[config.mk]
export PLATFORM = sky130hd
export DESIGN_NAME = lsa_alu
export DESIGN_NICKNAME = d
export VERILOG_FILES = /design/src/rtl/lsa_database_admission_aging_core_macros.svh /design/src/rtl/lsa_pkg.sv /design/src/rtl/lsa_alu.sv
export SDC_FILE = /design/constraint.sdc
export NUM_CORES = 1
export LEC_CHECK = 0
export BUFFER_PORTS_ARGS = -buffer_cell sky130_fd_sc_hd__buf_2
export CORE_MARGIN = 2
export CORE_UTILIZATION = 35
export DETAILED_ROUTE_END_ITERATION = 10
export RECOVER_POWER = 50
export SETUP_SLACK_MARGIN = 0.15
export SLEW_MARGIN = 20
export SYNTH_ARGS = -nofsm -noshare
export SYNTH_HDL_FRONTEND = slang
export SYNTH_SLANG_ARGS = --single-unit
[constraint.sdc]
create_clock -name vclk -period 5.9
set_input_delay 1.18 -clock vclk [all_inputs]
set_output_delay 1.18 -clock vclk [all_outputs]
set_load 0.005 [all_outputs]
[src/rtl/lsa_database_admission_aging_core_macros.svh]
// ----------------------------------------------------------------------------
// LSA database core assertion macros
// Shared implication checks, sampled on the rising clock edge and held off
// while reset is asserted.
// ----------------------------------------------------------------------------
`ifndef LSA_DATABASE_ADMISSION_AGING_CORE_MACROS_SVH
`define LSA_DATABASE_ADMISSION_AGING_CORE_MACROS_SVH

// same-cycle implication
`define LSA_ASSERT_IMP(name, clk, rst_n, ante, cons) \
    name: assert property (@(posedge clk) disable iff (!(rst_n)) (ante) |-> (cons)) \
        else $error("%m: same-cycle check failed");

// next-cycle implication
`define LSA_ASSERT_NXT(name, clk, rst_n, ante, cons) \
    name: assert property (@(posedge clk) disable iff (!(rst_n)) (ante) |=> (cons)) \
        else $error("%m: next-cycle check failed");

`endif

[src/rtl/lsa_pkg.sv]
// ----------------------------------------------------------------------------
// LSA database package
// Types, codes and constants shared by the table, the compare unit and the
// sequencer.
// ----------------------------------------------------------------------------
package lsa_pkg;

    localparam int ADDR_W      = 16;
    localparam int RID_W       = 8;
    localparam int SEQ_W       = 32;
    localparam int AGE_W       = 16;
    localparam int CNT_W       = 32;
    localparam int FLUSH_OUT_W = 9;
    localparam int ALU_W       = 32;
    localparam int S_TDATA_W   = 56;
    localparam int M_TDATA_W   = 160;

    localparam logic [AGE_W-1:0]       MAX_AGE_RST = 16'd3600;
    localparam logic [AGE_W-1:0]       AGE_SAT     = 16'hFFFF;
    localparam logic [FLUSH_OUT_W-1:0] FLUSH_SAT   = 9'd511;

    typedef enum logic [2:0] {
        ACT_OFFER     = 3'd0,
        ACT_REMOVE    = 3'd1,
        ACT_LOOKUP    = 3'd2,
        ACT_AGE       = 3'd3,
        ACT_FLUSH     = 3'd4,
        ACT_DROP      = 3'd5,
        ACT_CLEAR     = 3'd6,
        ACT_RESET_CNT = 3'd7
    } action_t;

    typedef enum logic [1:0] {
        STAT_OK       = 2'd0,
        STAT_STALE    = 2'd1,
        STAT_DUP      = 2'd2,
        STAT_NOTFOUND = 2'd3
    } status_t;

    typedef enum logic [2:0] {
        S_INIT,
        S_IDLE,
        S_READ,
        S_EVAL,
        S_SWEEP,
        S_DRAIN,
        S_WIPE,
        S_OUT
    } state_t;

    typedef struct packed {
        logic             neighbor;
        logic             valid;
        logic [AGE_W-1:0] age;
        logic [SEQ_W-1:0] seq;
    } entry_t;

    typedef struct packed {
        logic              en;
        logic [ADDR_W-1:0] addr;
        entry_t            data;
    } tbl_wr_t;

    typedef struct packed {
        logic              en;
        logic [ADDR_W-1:0] addr;
    } tbl_rd_t;

    typedef struct packed {
        logic [ALU_W-1:0] a;
        logic [ALU_W-1:0] b;
    } alu_req_t;

    typedef struct packed {
        logic [ALU_W:0] sum;
        logic           lt;
        logic           eq;
    } alu_rsp_t;

    // packed MSB first, so found lands in bit 0 of tdata
    typedef struct packed {
        logic [CNT_W-1:0]       stale_total;
        logic [CNT_W-1:0]       duplicate_total;
        logic [CNT_W-1:0]       received_total;
        logic [FLUSH_OUT_W-1:0] flushed_count;
        logic                   is_neighbor;
        logic [AGE_W-1:0]       stored_age;
        logic [SEQ_W-1:0]       stored_seq;
        logic                   found;
    } res_t;

endpackage

[src/rtl/lsa_alu.sv]
// ----------------------------------------------------------------------------
// LSA shared compare and add unit
// One 32-bit adder and magnitude comparator, time-shared by the sequencer for
// offer admission, age increment and flush threshold checks.
// ----------------------------------------------------------------------------
module lsa_alu (
    input  lsa_pkg::alu_req_t req,
    output lsa_pkg::alu_rsp_t rsp
);

    always_comb begin
        rsp.sum = {1'b0, req.a} + {1'b0, req.b};
        rsp.lt  = req.a < req.b;
        rsp.eq  = req.a == req.b;
    end

endmodule

==> impl_metrics.toml, run 1 <==
[yosys]
synthAdderAreaFrac_pct = 32.5
synth_area_um2 = 2520
yosys-top-cells-area = "ha_1 (32%), xnor2_1 (9.4%), inv_1 (8.6%), a21oi_1 (6.9%), o21bai_1 (4.5%)"
ys_types = 53
ys_seq_area_share_pct = 0
syn_area_per_cell_um2 = 7.29
synth_cells = 346
yosys.area_share.simple_pct = 16.1
synth_compound_area_share_pct = 30.6
synth_largest_area_cell = "ha_1"
synth_common_cells = "ha_1 (64), inv_1 (58), a21oi_1 (35), nor2_1 (27), xnor2_1 (27)"
synth_top_family_by_area = "adder cells"
ys_warn_count = 0
synthXorXnorAreaFrac_pct = 10.4
yosysTopAreaCellShare_pct = 31.7
synth_mux_area_share_pct = 0
yosysMostFrequentCell = "ha_1"
synth_fp_nets = 475

[floorplan]
die-area_um2 = 7900
boundaryPins = 99
core_um2 = 6870
die_h_um = 88.9
initial_core_util_pct = 36.7
core.rowCount = 30
die_w_um = 88.9

[route]
drt_iter0_drc = 100
drt_wl_total_um = 6480
wl_met3_um = 340
drt-pass1-iter-count = 4
drc = 0
ant_nets = 0
wl_met1_um = 3140
wire_per_inst_um = 12.1
vias = 2694
wl_met2_um = 2990
top_layer = "met3"
viasPerCell = 5.03

[pwr]
power_frac_seq_pct = 0
peakVddDrop_mv = 0.0354
combPwrFrac_pct = 100.0
p_leak_nw = 1.64
power.total_uw = 321
swShare_pct = 54.8
powerDensity_nw_per_um2 = 104
intPower_uw = 145
clkPwrFrac_pct = 0
switchingPower_uw = 176

[timing]
hold_viol_final = 0
whs_ns = 2.75
setup_viol = 0
worstMarginPinSlew_ns = 0.598
post-route-min-period_ns = 4.79
relSlewSlack_pct = 59.8
drv_slew = 0
finalCritPeriodShare_pct = 81.2
rsz0062_at_grt = "false"
setup_tns_ns = 0
fmax_mhz = 209

[final_layout]
multiInputGateArea_um2 = 2250
seq_cells = 0
final_area_um2 = 3080
nClkBuffers = 0
drive_gt1_share_pct = 24.3
antenna_cells = 0
fill_cells = 741
final_nets = 571
final-seq-area_um2 = 0
syn_to_final_growth_pct = 22.0

[global_routing]
overflow = 0
grt.total_usage_pct = 15.9
grt_pass1_wl_um = 10600
grt_max_degree = 10
antenna_found_initial = 1
grt_pass1_vias = 2488

[job]
cap_violations = 0

[setup_path]
end_kind = "primary output"
crit_fanout = 4
cp-start-kind = "input pin"
crit_required_ns = 4.72
critPathArrivalTime_ns = 3.61
path_class = "in2out"

[cts]
cts_hold_buffers = 0
ctsResizeCount = 0
cts_setup_buffers = 0

[place]
dp_hpwl_um = 5770
placed_cell_area_um2 = 3100
portBuffers = 99
gp_congestion = 0.838

[run_status]
status = "completed"

[hold_path]
hold_class = "in2out"
==> power by group through the flow <==
stage	Sequential, mW	Clock, mW	Combinational (mW)
5_1_grt	0	0	0.361
2_1_floorplan	0	0	0.211
6_report	0	0	0.321
3_5_place_dp	0	0	0.325
3_3_place_gp	0	0	0.323
4_1_cts	0	0	0.327
==> routing by layer <==
layer  vias up  global-route usage (%)
met5         -                       0
met4         0                       0
met3         0                    1.11
met2        64                    27.5
met1      1229                    22.9
li1       1401                       -
==> worst max-delay path, cell delays in order <==
cell and delay [ns]:
buf_2 0.12, inv_1 0.05, ha_1 0.31, nor2b_1 0.17
o211ai_1 0.12, a31oi_1 0.46, a211oi_1 0.18, o31ai_1 0.34
nand2_1 0.11, o31ai_1 0.26, xnor2_1 0.16, buf_2 0.14
==> worst paths after layout <==
path / start / slack, ns / to / depth (start not counted)
worst max-delay path: req[1] / 1.11 / rsp[23] / 12
worst min-delay path: req[33] / 2.75 / rsp[3] / 3
==> cell usage in the layout, fill, tap and decap left out, types with 7 or more instances in the layout <==
cell type and n:
nor3_1 7, nor2_1 27, buf_2 84, a21o_1 8, nand2_1 9, ha_1 64
o21bai_1 15, xnor2_1 27, nand4_1 7, clkbuf_1 12, inv_1 58, a21oi_1 35
o31ai_1 9
==> metrics by stage <==
stage / setup WS, ns / instances / utilization, %
2_1_floorplan: 1.57 / 346 / -
3_3_place_gp: 1.18 / 536 / 45.2
3_5_place_dp: 1.19 / 536 / 45.2
4_1_cts: 1.18 / 536 / 45.2
5_1_grt: 0.898 / 536 / 44.8
6_report: 1.11 / 536 / 44.8
==> final cells by class <==
class / count / area share [%]
Multi-Input combinational cell: 280 / 73.0
Timing Repair Buffer: 99 / 15.6
Inverter: 61 / 7.44
Tap cell: 96 / 3.90
==> kinds of logic (layout without fill, tap and decap cells) <==
group                      Yosys count  after routing
adders and majority gates           65             65
buffers and inverters               66            160
xor gates and xnor gates            30             30
and+or+nand+nor                     79             79
AOI/OAI and AO/OA                  106            106
(Power assumes the default switching activity.)
==> inputs of run 2 (changes only) <==
--- a/config.mk
+++ b/config.mk
@@ -5,6 +5,7 @@
 export SDC_FILE = /design/constraint.sdc
 export NUM_CORES = 1
 export LEC_CHECK = 0
+export ABC_AREA = 1
 export BUFFER_PORTS_ARGS = -buffer_cell sky130_fd_sc_hd__buf_2
 export CORE_MARGIN = 2
 export CORE_UTILIZATION = 35
==> constraint.sdc (replaced) <==
create_clock -name vclk -period 4
set_input_delay 0.8 -clock vclk [all_inputs]
set_output_delay 0.8 -clock vclk [all_outputs]
set_load 0.005 [all_outputs]
==> run 2 against run 1 <==
Net effect: worst hold slack got worse by 0.77 ns; total power increased by 70%; first-iteration DRC count is 40% higher; sequential share of layout area did not move; flip-flop and latch count unchanged; final area rose by 29%; combinational power grew 70%; utilization fell by 1.9 points; routed wire length increased by 50%; synthesized cell count increased by 80%; critical endpoint is now rsp[30]; largest power group unchanged.
==> impl_metrics.toml, run 2 <==
[yosys]
synth_fp_nets = 753
synth_area_um2 = 3350
ys_warn_count = 0
synth_largest_area_cell = "ha_1"
synth_cells = 624
syn_area_per_cell_um2 = 5.37
synth_common_cells = "nand2_1 (191), inv_1 (148), ha_1 (64), nor2_1 (56), a21oi_1 (36)"
yosysMostFrequentCell = "nand2_1"
yosysTopAreaCellShare_pct = 23.9
ys_types = 31
yosys-top-cells-area = "ha_1 (24%), nand2_1 (21%), inv_1 (17%), nor2_1 (6.3%), a21oi_1 (5.4%)"
ys_seq_area_share_pct = 0

[route]
drt-pass1-iter-count = 5
vias = 3872
drc = 0
wire_per_inst_um = 11.4
drt_wl_total_um = 9710
ant_nets = 0
drt_iter0_drc = 140
viasPerCell = 4.55

[floorplan]
core.rowCount = 35
boundaryPins = 99
die-area_um2 = 10400
die_h_um = 102
initial_core_util_pct = 36.2
core_um2 = 9240
die_w_um = 102

[pwr]
p_leak_nw = 2.52
peakVddDrop_mv = 0.0576
powerDensity_nw_per_um2 = 137

[hold_path]
hold_class = "in2out"
min_from = "req[0]"
whs_path_depth = 4

[setup_path]
crit_fanout = 3
cpPeakStageDelay_ns = 0.41
crit_chain = "buf_2 -> ha_1 -> fa_1 -> nand2_1 -> a21oi_1 -> nand2_1 -> nand3_1 -> nand2_1 -> nand3_1 -> nand2_1 -> nand2_1 -> buf_2"
crit_start = "req[0]"
critPathArrivalTime_ns = 2.54
timing.critical_path.mode_cell = "nand2_1"
crit_slowest_cell = "fa_1"
crit_required_ns = 3.20
path_class = "in2out"
cp-start-kind = "input pin"
end_kind = "primary output"

[run_status]
status = "completed"

[final_layout]
syn_to_final_growth_pct = 18.3
layout_commonest_cell = "nand2_1"
seq_cells = 0
final_cell_mix = "nand2_1 (193), inv_1 (148), buf_2 (87), ha_1 (64), nor2_1 (56)"
fin_cells = 851
final-seq-area_um2 = 0
antenna_cells = 0
final_nets = 853
drive_gt1_share_pct = 17.5
nClkBuffers = 0

[place]
dp_hpwl_um = 8930
portBuffers = 99
gp_congestion = 0.953
placedCellCount = 851

[timing]
worstMarginPinSlew_ns = 0.596
post-route-min-period_ns = 3.34
drv_slew = 0
hold_viol_final = 0
rsz0062_at_grt = "false"
fmax_mhz = 299
relSlewSlack_pct = 59.9
setup_viol = 0
setup_tns_ns = 0
finalCritPeriodShare_pct = 83.6

[global_routing]
antenna_found_initial = 0
grt_pass1_vias = 3703
grt.total_usage_pct = 19.1
grt_max_degree = 9
grt_pass1_wl_um = 16400
overflow = 0

[cts]
cts_hold_buffers = 0
ctsResizeCount = 0
cts_setup_buffers = 0

[job]
cap_violations = 0
## run 2: changes by cell type in the layout (fill, tap and decap cells not counted), sizes merged, moves of 8 or more
cell / before / now
inv: 61 / 152
xnor2: 27 / 3
o31ai: 10 / 0
nor2: 27 / 68
nand3: 4 / 29
nand2: 10 / 201
xor2: 3 / 12
o21ai: 6 / 15
o21bai: 15 / 7
a21o: 8 / 0
## run 2: cell type report
cell class,instances,area (µm²)
Fill cell,1074,5280
Multi-Input combinational cell,470,2740
Tap cell,129,161
Inverter,153,574
Timing Repair Buffer,99,483
## run 2: metrics by stage
stage / utilization, % / cell area [µm²] / worst slack [ns] / power, mW / hold slack, ns
floorplan: - / 3350 / 1.13 / 0.355 / 1.75
global placement: 43.2 / 3990 / 0.748 / 0.549 / 1.97
detailed placement: 43.2 / 3990 / 0.709 / 0.552 / 1.98
CTS: 43.2 / 3990 / 0.699 / 0.556 / 1.98
global route: 42.9 / 3960 / 0.500 / 0.620 / 2.00
finish: 42.9 / 3960 / 0.656 / 0.545 / 1.98
## run 2: power by group
group          leakage [nW]  internal, mW  switching (mW)
combinational          2.52         0.206           0.338
clock                     0             0               0
sequential                0             0               0
## run 2: worst paths after layout
| check | slack [ns] | endpoint |
|---|---|---|
| worst min-delay path | 1.98 | rsp[2] |
| worst max-delay path | 0.66 | rsp[30] |
## run 2: cell families after synthesis
kind of cell	Yosys count	share of synthesized area, %
AOI/OAI and AO/OA	64	10.8
xor gates and xnor gates	15	3.92
adders and majority gates	65	24.5
buffers and inverters	154	17.5
and+or+nand+nor	326	43.3
## run 2: worst max-delay path, delay by kind of cell
family | cells | cell delay (ns)
AND/OR/NAND/NOR | 7 | 0.75
adder cells (fa/ha/maj) | 2 | 0.64
buffers and inverters | 2 | 0.23
AO/OA/AOI/OAI | 1 | 0.13
## run 2: metal layers
layer	up-vias	GRT usage (%)	routed length [µm]
met5	-	0	0
met2	85	33.2	4370
met4	0	1.87	92
li1	2091	-	-
met1	1690	27.1	4790
met3	6	0.483	457
